<file path="config.mk">
export PLATFORM = sky130hd
export DESIGN_NAME = keypad_led_multiplex_scanner
export DESIGN_NICKNAME = d
export VERILOG_FILES = /design/src/rtl/kms_pkg.sv /design/src/rtl/kms_in_stage.sv /design/src/rtl/kms_cfg.sv /design/src/rtl/kms_scan.sv /design/src/rtl/kms_out_stage.sv /design/src/rtl/keypad_led_multiplex_scanner.sv
export SDC_FILE = /design/constraint.sdc
export NUM_CORES = 1
export LEC_CHECK = 0
export ABC_AREA = 1
export BUFFER_PORTS_ARGS = -buffer_cell sky130_fd_sc_hd__buf_2
export CAP_MARGIN = 10
export CELL_PAD_IN_SITES_DETAIL_PLACEMENT = 1
export CELL_PAD_IN_SITES_GLOBAL_PLACEMENT = 1
export CORE_UTILIZATION = 42
export CTS_CLUSTER_SIZE = 12
export DETAILED_ROUTE_END_ITERATION = 10
export PLACE_DENSITY_LB_ADDON = 0.1
export SYNTH_ARGS = -nofsm -noshare
export SYNTH_HDL_FRONTEND = slang
export SYNTH_SLANG_ARGS = --single-unit
</file>
<file path="constraint.sdc">
create_clock -name clk_i -period 1.85 [get_ports clk_i]
set_input_delay 0.37 -clock clk_i [delete_from_list [all_inputs] [get_ports clk_i]]
set_output_delay 0.37 -clock clk_i [all_outputs]
set_load 0.1 [all_outputs]
</file>
<file path="src/rtl/kms_pkg.sv">
// shared types, codes and helpers of the keypad and led multiplex scanner
`timescale 1ns / 1ps

package kms_pkg;

  // default scan timing in ticks
  localparam int unsigned DeadtimeDefault = 5;
  localparam int unsigned HoldDefault     = 1;

  // field widths
  localparam int unsigned LineW  = 5;
  localparam int unsigned RowW   = 2;
  localparam int unsigned BtnW   = 8;
  localparam int unsigned BiasW  = 3;
  localparam int unsigned CfgIdxW  = 3;
  localparam int unsigned CfgDataW = 3;

  // request commands
  localparam logic CmdScan = 1'b0;
  localparam logic CmdRead = 1'b1;

  // configuration register indexes
  localparam logic [CfgIdxW-1:0] RegBiasSelect   = 3'd0;
  localparam logic [CfgIdxW-1:0] RegRangeSelect  = 3'd1;
  localparam logic [CfgIdxW-1:0] RegInductive    = 3'd2;
  localparam logic [CfgIdxW-1:0] RegCommonJoined = 3'd3;
  localparam logic [CfgIdxW-1:0] RegPowerOn      = 3'd4;

  // bias preset codes
  localparam logic [BiasW-1:0] BiasPresetA = 3'd0;
  localparam logic [BiasW-1:0] BiasPresetB = 3'd1;
  localparam logic [BiasW-1:0] BiasPresetC = 3'd2;
  localparam logic [BiasW-1:0] BiasPresetD = 3'd3;

  typedef struct packed {
    logic             command;
    logic [LineW-1:0] line_sample;
  } req_t;

  typedef struct packed {
    logic [BiasW-1:0] bias_select;
    logic             range_select;
    logic             inductive_mode;
    logic             common_joined;
    logic             power_on;
  } cfg_t;

  typedef struct packed {
    logic             line_drive;
    logic [LineW-1:0] line_levels;
    logic [RowW-1:0]  button_rows_n;
    logic [RowW-1:0]  led_rows_n;
    logic [BtnW-1:0]  press_events;
  } res_t;

  // led row 0 bias pattern: line3 A, line2 B, line1 C, line0 D
  function automatic logic [LineW-1:0] bias_pattern(input logic [BiasW-1:0] sel);
    logic [LineW-1:0] pat;
    unique case (sel)
      BiasPresetA: pat = 5'h08;
      BiasPresetB: pat = 5'h04;
      BiasPresetC: pat = 5'h02;
      BiasPresetD: pat = 5'h01;
      default:     pat = 5'h09;
    endcase
    return pat;
  endfunction

endpackage

</file>
<file path="src/rtl/kms_in_stage.sv">
// input register of the scanner request channel
`timescale 1ns / 1ps

module kms_in_stage (
  input  logic          clk_i,
  input  logic          rst_ni,
  input  logic          in_valid_i,
  output logic          in_ready_o,
  input  kms_pkg::req_t req_i,
  input  logic          take_i,
  output logic          fire_o,
  output kms_pkg::req_t req_o
);

  logic          valid_q, valid_d;
  kms_pkg::req_t req_q;

  assign fire_o     = valid_q & take_i;
  assign in_ready_o = ~valid_q | take_i;
  assign req_o      = req_q;

  always_comb begin
    valid_d = valid_q;
    if (in_ready_o) begin
      valid_d = in_valid_i;
    end
  end

  always_ff @(posedge clk_i or negedge rst_ni) begin
    if (!rst_ni) begin
      valid_q <= 1'b0;
    end else begin
      valid_q <= valid_d;
    end
  end

  always_ff @(posedge clk_i) begin
    if (in_valid_i && in_ready_o) begin
      req_q <= req_i;
    end
  end

endmodule

</file>
<file path="src/rtl/kms_cfg.sv">
// configuration registers of the scanner
`timescale 1ns / 1ps

module kms_cfg (
  input  logic                           clk_i,
  input  logic                           rst_ni,
  input  logic                           cfg_valid_i,
  output logic                           cfg_ready_o,
  input  logic [kms_pkg::CfgIdxW-1:0]    cfg_index_i,
  input  logic [kms_pkg::CfgDataW-1:0]   cfg_data_i,
  output kms_pkg::cfg_t                  cfg_o
);

  kms_pkg::cfg_t cfg_q, cfg_d;

  assign cfg_ready_o = 1'b1;
  assign cfg_o       = cfg_q;

  always_comb begin
    cfg_d = cfg_q;
    if (cfg_valid_i) begin
      unique case (cfg_index_i)
        kms_pkg::RegBiasSelect:   cfg_d.bias_select    = cfg_data_i[kms_pkg::BiasW-1:0];
        kms_pkg::RegRangeSelect:  cfg_d.range_select   = cfg_data_i[0];
        kms_pkg::RegInductive:    cfg_d.inductive_mode = cfg_data_i[0];
        kms_pkg::RegCommonJoined: cfg_d.common_joined  = cfg_data_i[0];
        kms_pkg::RegPowerOn:      cfg_d.power_on       = cfg_data_i[0];
        default:                  cfg_d = cfg_q;
      endcase
    end
  end

  always_ff @(posedge clk_i or negedge rst_ni) begin
    if (!rst_ni) begin
      cfg_q <= '0;
    end else begin
      cfg_q <= cfg_d;
    end
  end

endmodule

</file>
<file path="src/rtl/kms_scan.sv">
// scan phase sequencer, line and row registers and press detection
`timescale 1ns / 1ps

module kms_scan #(
  parameter int unsigned DEADTIME = kms_pkg::DeadtimeDefault,
  parameter int unsigned HOLD     = kms_pkg::HoldDefault
) (
  input  logic          clk_i,
  input  logic          rst_ni,
  input  logic          fire_i,
  input  kms_pkg::req_t req_i,
  input  kms_pkg::cfg_t cfg_i,
  output kms_pkg::res_t res_o
);

  localparam int unsigned CycleLen = 2 + DEADTIME + 2 * HOLD;
  localparam int unsigned PhLed0   = 2 + DEADTIME;
  localparam int unsigned PhLed1   = 2 + DEADTIME + HOLD;
  localparam int unsigned PhaseW   = $clog2(CycleLen);

  localparam logic [PhaseW-1:0] PhStart  = '0;
  localparam logic [PhaseW-1:0] PhRow1   = PhaseW'(1);
  localparam logic [PhaseW-1:0] PhLed0Q  = PhaseW'(PhLed0);
  localparam logic [PhaseW-1:0] PhLed1Q  = PhaseW'(PhLed1);
  localparam logic [PhaseW:0]   CycleEnd = (PhaseW + 1)'(CycleLen);

  logic [PhaseW-1:0]         phase_q, phase_d;
  logic [PhaseW:0]           phase_inc;
  logic [kms_pkg::BtnW-1:0]  btn_q, btn_d;
  logic [kms_pkg::BtnW-1:0]  prev_q, prev_d;
  logic [kms_pkg::BtnW-1:0]  pend_q, pend_d;
  logic                      drive_q, drive_d;
  logic [kms_pkg::LineW-1:0] level_q, level_d;
  logic [kms_pkg::RowW-1:0]  brow_q, brow_d;
  logic [kms_pkg::RowW-1:0]  lrow_q, lrow_d;
  logic [kms_pkg::BtnW-1:0]  events;

  assign phase_inc = {1'b0, phase_q} + 1'b1;

  always_comb begin
    phase_d = phase_q;
    btn_d   = btn_q;
    prev_d  = prev_q;
    pend_d  = pend_q;
    drive_d = drive_q;
    level_d = level_q;
    brow_d  = brow_q;
    lrow_d  = lrow_q;
    events  = '0;

    if (req_i.command == kms_pkg::CmdRead) begin
      events = pend_q;
      pend_d = '0;
    end else begin
      if (phase_q == PhStart) begin
        drive_d   = 1'b0;
        level_d   = '1;
        lrow_d[1] = 1'b1;
        brow_d[0] = 1'b0;
      end
      if (phase_q == PhRow1) begin
        btn_d[4:0] = req_i.line_sample;
        brow_d     = 2'b01;
      end
      if (phase_q == PhLed0Q) begin
        btn_d[7:5] = req_i.line_sample[2:0];
        brow_d[1]  = 1'b1;
        drive_d    = 1'b1;
        level_d    = kms_pkg::bias_pattern(cfg_i.bias_select)
                   | {~cfg_i.range_select, 4'h0};
        lrow_d[0]  = 1'b0;
      end
      if (phase_q == PhLed1Q) begin
        lrow_d  = 2'b01;
        level_d = {cfg_i.power_on, cfg_i.common_joined, cfg_i.inductive_mode,
                   ~cfg_i.inductive_mode, cfg_i.range_select};
      end
      // end of cycle: high to low transitions become pending presses
      if (phase_inc >= CycleEnd) begin
        phase_d = '0;
        pend_d  = pend_q | (prev_q & ~btn_d);
        prev_d  = btn_d;
      end else begin
        phase_d = phase_inc[PhaseW-1:0];
      end
    end

    res_o.line_drive    = drive_d;
    res_o.line_levels   = level_d;
    res_o.button_rows_n = brow_d;
    res_o.led_rows_n    = lrow_d;
    res_o.press_events  = events;
  end

  always_ff @(posedge clk_i or negedge rst_ni) begin
    if (!rst_ni) begin
      phase_q <= '0;
      btn_q   <= '0;
      prev_q  <= '0;
      pend_q  <= '0;
      drive_q <= 1'b0;
      level_q <= '0;
      brow_q  <= '0;
      lrow_q  <= '0;
    end else if (fire_i) begin
      phase_q <= phase_d;
      btn_q   <= btn_d;
      prev_q  <= prev_d;
      pend_q  <= pend_d;
      drive_q <= drive_d;
      level_q <= level_d;
      brow_q  <= brow_d;
      lrow_q  <= lrow_d;
    end
  end

endmodule

</file>
<file path="src/rtl/kms_out_stage.sv">
// result register of the scanner result channel
`timescale 1ns / 1ps

module kms_out_stage (
  input  logic          clk_i,
  input  logic          rst_ni,
  input  logic          fire_i,
  input  kms_pkg::res_t res_i,
  output logic          take_o,
  output logic          out_valid_o,
  input  logic          out_ready_i,
  output kms_pkg::res_t res_o
);

  logic          valid_q, valid_d;
  kms_pkg::res_t res_q;

  assign take_o      = ~valid_q | out_ready_i;
  assign out_valid_o = valid_q;
  assign res_o       = res_q;

  always_comb begin
    valid_d = valid_q;
    if (take_o) begin
      valid_d = fire_i;
    end
  end

  always_ff @(posedge clk_i or negedge rst_ni) begin
    if (!rst_ni) begin
      valid_q <= 1'b0;
    end else begin
      valid_q <= valid_d;
    end
  end

  always_ff @(posedge clk_i) begin
    if (fire_i) begin
      res_q <= res_i;
    end
  end

endmodule

</file>
<file path="src/rtl/keypad_led_multiplex_scanner.sv">
// top level of the multiplexed keypad and led front-panel scanner
// a request is held in the input register, then its result in the result register
// throughput: one request per cycle, set by the single compute stage between the
//   input register and the result register; stalls only when the result is not taken
// reset: asynchronous, clears phase, button history, pending presses, line and row
//   registers and all configuration registers to zero; no clearing pass
`timescale 1ns / 1ps

module keypad_led_multiplex_scanner #(
  parameter int unsigned DEADTIME = kms_pkg::DeadtimeDefault,
  parameter int unsigned HOLD     = kms_pkg::HoldDefault
) (
  input  logic                          clk_i,
  input  logic                          rst_ni,
  // configuration write channel
  input  logic                          cfg_valid_i,
  output logic                          cfg_ready_o,
  input  logic [kms_pkg::CfgIdxW-1:0]   cfg_index_i,
  input  logic [kms_pkg::CfgDataW-1:0]  cfg_data_i,
  // request channel
  input  logic                          in_valid_i,
  output logic                          in_ready_o,
  input  logic                          command_i,
  input  logic [kms_pkg::LineW-1:0]     line_sample_i,
  // result channel
  output logic                          out_valid_o,
  input  logic                          out_ready_i,
  output logic                          line_drive_o,
  output logic [kms_pkg::LineW-1:0]     line_levels_o,
  output logic [kms_pkg::RowW-1:0]      button_rows_n_o,
  output logic [kms_pkg::RowW-1:0]      led_rows_n_o,
  output logic [kms_pkg::BtnW-1:0]      press_events_o
);

  kms_pkg::req_t req_in, req_reg;
  kms_pkg::cfg_t cfg;
  kms_pkg::res_t res_next, res_reg;
  logic          fire;   // request in the input register is processed this cycle
  logic          take;   // result register can load

  assign req_in.command     = command_i;
  assign req_in.line_sample = line_sample_i;

  // request register, frees itself whenever the result register can load
  kms_in_stage u_in_stage (
    .clk_i      (clk_i),
    .rst_ni     (rst_ni),
    .in_valid_i (in_valid_i),
    .in_ready_o (in_ready_o),
    .req_i      (req_in),
    .take_i     (take),
    .fire_o     (fire),
    .req_o      (req_reg)
  );

  // panel settings; users write them only while idle, the block does not enforce it
  kms_cfg u_cfg (
    .clk_i       (clk_i),
    .rst_ni      (rst_ni),
    .cfg_valid_i (cfg_valid_i),
    .cfg_ready_o (cfg_ready_o),
    .cfg_index_i (cfg_index_i),
    .cfg_data_i  (cfg_data_i),
    .cfg_o       (cfg)
  );

  // scan sequencer: a tick advances the phase, a read returns and clears presses
  kms_scan #(
    .DEADTIME (DEADTIME),
    .HOLD     (HOLD)
  ) u_scan (
    .clk_i  (clk_i),
    .rst_ni (rst_ni),
    .fire_i (fire),
    .req_i  (req_reg),
    .cfg_i  (cfg),
    .res_o  (res_next)
  );

  // result register, keeps its value while the consumer stalls
  kms_out_stage u_out_stage (
    .clk_i       (clk_i),
    .rst_ni      (rst_ni),
    .fire_i      (fire),
    .res_i       (res_next),
    .take_o      (take),
    .out_valid_o (out_valid_o),
    .out_ready_i (out_ready_i),
    .res_o       (res_reg)
  );

  assign line_drive_o    = res_reg.line_drive;
  assign line_levels_o   = res_reg.line_levels;
  assign button_rows_n_o = res_reg.button_rows_n;
  assign led_rows_n_o    = res_reg.led_rows_n;
  assign press_events_o  = res_reg.press_events;

endmodule

</file>
==> summary.md <==
| Metric | Value |
|---|---|
| Clock tree from TritonCTS | `built` |
| Async S/R FF share, synth | `66.2%` |
| Mapped Cells | `380` |
| Starting density of the core | `43.1%` |
| Global-route wire length before repair | `about 13000 microns` |
| Std-Cell Rows | `32` |
| Input/output buffers | `36` |
| Placer Congestion | `~0.83` |
| Placed insts | `515` |
| Critical path type | `reg2reg` |
| Setup crit end kind | `flop` |
| Number of H-tree branching levels | `3` |
| Cells taking the most area after synthesis | `sky130_fd_sc_hd__dfrtp_1 36%, sky130_fd_sc_hd__edfxtp_1 22%, sky130_fd_sc_hd__nand2_1 16%` |
| Setup Total Neg Slack | `0 ns` |
| Maximum number of pins on one net before global-route repair | `48` |
| Leftover overflow at the end of global routing | `0` |
| Commonest register cell after synthesis | `sky130_fd_sc_hd__dfrtp_1` |
| Initial DRC Count | `91` |
| Most frequently used cell type in the post-synthesis netlist | `sky130_fd_sc_hd__nand2_1` |
| Die Outline Area | `0.00824 sq mm` |
| Flip-flop and latch area | `0.00190 sq mm` |
| Fill cell count | `944` |
| Area of combinational cells with multiple inputs | `0.00123 sq mm` |
| Largest clock skew in the final design | `0.00980 ns` |
| Net total in the final layout | `446` |
| Slowest Stage Delay on Critical Path | `roughly 0.43 ns` |
| Post-synthesis average cell area | `approximately 8.7 sq um` |
| Critical-path cell list | `ha_2 -> nand3_1 -> nor3_1 -> nor2_1 -> nand2_1 -> nand3_1 -> nand2_1` |
| Required @ worst endpoint | `2.07 ns` |
| Post-synth cell types | `32` |
| CP arrival | `1.92 ns` |
| Share of cells above drive strength 1 | `20.0%` |
| Worst ir drop on vdd | `~0.79 mV` |
| Final core utilization | `51.0%` |
| Core box area | `roughly 0.0077 sq mm` |
| DRC errors left | `0` |
| Post-Synthesis Cell Area | `approximately 0.0033 sq mm` |
| Vertical die dimension | `90.8 microns` |
| DIE WIDTH | `90.8 microns` |
| Number of antenna violations at the first check in global routing | `0` |
| Register clock-pin slew on the reported worst setup and hold paths | `0.08 ns` |
| Max-capacitance violation count | `0` |
| Critical Path Start Type | `flop` |
| Top-level I/O count | `38` |
| Crit path max-delay cell type | `sky130_fd_sc_hd__dfrtp_2` |
| Inserted Diodes | `0` |
| CTS Sinks | `71` |
| Via count of the first global-routing pass | `approximately 2700` |
| Worst-path fanout max | `8` |
| Average via count per standard cell | `between 4 and 5` |
| Post-DP HPWL | `5460 microns` |
| Worst hold margin | `0.185 ns` |
| Length of the first detailed-routing pass in iterations | `4` |
| Number of enable flip-flop cells after synthesis | `24` |
| Lkg Pwr | `2.00 nW` |
| Global router's overall resource usage | `20.7%` |
| Post-layout min period | `1.71 ns` |
| Buffer cell driving the clock tree root | `sky130_fd_sc_hd__clkbuf_8` |
| Power Density | `1540 mW/mm^2` |
| Portion of the post-synthesis area used by sequential elements | `57.3%` |
| Number of standard cells in the final layout excluding fillers | `533` |
| Post-synthesis cell type with the largest combined area | `sky130_fd_sc_hd__dfrtp_1` |
| Number of flip-flops and latches in the synthesized netlist | `between 70 and 80` |
| Pins over their slew limit | `0` |
| Number of hold violations in the final report | `0` |
| Final count of negative-setup-slack endpoints | `0` |
| Worst min-delay path class | `in2reg` |
| Synth warn | `0` |
| Area share of the largest cell type after synthesis | `35.5%` |
| Wire length per cell | `14.4 microns` |
| Net Count, Synth | `400` |
| Overall via count from detail_route | `2628` |
| Commonest cells in the netlist | `141 x sky130_fd_sc_hd__nand2_1, 47 x sky130_fd_sc_hd__dfrtp_1, 41 x sky130_fd_sc_hd__inv_1` |
| Residual antenna-violating net count after detailed routing | `0` |
| Total length of routed wires | `7700 microns` |
| Maximum frequency from static timing analysis | `586 MHz` |
| Clk_lat worst skew | `0.35 ns` |
| Max Buffers Root-to-Sink | `2` |
| Period utilization | `between 90% and 100%` |
| Outcome | `finished clean` |
| Area grow syn2layout | `18.4%` |
| Number of buffers created by CTS | `9` |
-- metrics by stage --
| stage | area [sq um] | total power, mW | setup slack [ns] |
|---|---|---|---|
| 4_1_cts | 3880 | 6.02 | 0.00128 |
| 3_3_place_gp | 3670 | 4.66 | 0.110 |
| 5_1_grt | 3920 | 6.44 | -0.00150 |
| 6_report | 3920 | 6.03 | 0.144 |
| 3_5_place_dp | 3670 | 4.75 | 0.0393 |
| 2_1_floorplan | 3330 | 4.23 | 0.150 |
-- sequential cells by signal (all words and copies together), names as in the netlist --
signal                   cells
u_scan.brow_q                2
u_in_stage.valid_q           1
u_in_stage.req_o             6
u_cfg.cfg_o                  7
u_scan.drive_q               1
u_out_stage.out_valid_o      1
u_scan.lrow_q                2
u_scan.prev_q                8
u_out_stage.res_o           18
u_scan.level_q               5
u_scan.phase_q               4
u_scan.pend_q                8
u_scan.btn_q                 8
-- per-layer routing --
metal,track usage (%),up-vias,part of all wire (%)
li1,-,1314,-
met4,7.94,0,1.7
met2,33.3,40,46
met5,0,-,0
met1,27.9,1265,50
met3,3.79,9,2.3
-- cell usage in the layout (no fill, tap or decap), drive strengths merged --
cell type    Yosys  layout
a21oi            3       3
a31oi            2       2
buf              6      46
bufinv           0       1
clkbuf           6       9
clkinv           1       4
clkinvlp         0       2
conb             1       1
dfrtp           47      47
dlygate4sd3      0       1
edfxtp          24      24
ha               3       3
inv             43      44
mux2             2       2
nand2          148     148
nand3           40      40
nand3b           2       2
nand4           13      13
nor2            16      16
nor3             1       1
o21ai           18      18
o22ai            2       2
or2              2       2
-- cell families after synthesis --
logic type,count (synthesis),share of synthesized area [%]
mux,2,0.680
compound gates,25,3.93
other cells,1,0.113
flops,71,57.3
fa+ha+maj,3,1.13
simple gates,222,29.9
buf+inv,56,6.95
-- area by class of cell --
class / instances / share of cell area (%)
multi-input cells: 253 / 31.3
well taps: 102 / 3.26
repair buffers: 47 / 7.72
clock buffers: 9 / 3.16
clock inverters: 7 / 1.85
inverters: 44 / 4.28
flip-flops and latches: 71 / 48.5
-- path summary, 6_finish.rpt --
path                                         from                 endpoint  slack (ns)  cells after the start
worst max-delay path            u_scan.phase_q[0]    u_out_stage.res_o[12]        0.14                      7
worst min register to register    u_scan.btn_q[4]          u_scan.btn_q[4]        0.48                      2
worst max register to register  u_scan.phase_q[0]    u_out_stage.res_o[12]        0.14                      7
worst min-delay path             line_sample_i[4]      u_in_stage.req_o[4]        0.18                      1
min in group asynchronous                  rst_ni          u_scan.btn_q[1]        0.53                      3
max in group asynchronous                  rst_ni  u_out_stage.out_valid_o        1.07                      3
-- worst max-delay path: cells and delay by family (launching register included) --
family / cells / cell delay, ns
and+or+nand+nor: 6 / 0.86
DFF: 1 / 0.43
adders and majority gates: 1 / 0.27
-- timing repair --
item / 4_1_cts / 5_1_grt
gates resized for setup: 0 / 10
hold buffers: 1 / 0
buffers inserted: 0 / 1
endpoints found under the setup margin: 0 / 27
hold endpoints to repair: 15 / 0
-- power breakdown --
group	leakage [nW]	switching, mW	internal [mW]
Sequential	0.842	0.284	2.11
Combinational	1.06	1.77	0.613
Clock	0.0956	0.629	0.624
No activity file was read; power rests on OpenSTA's default activity.
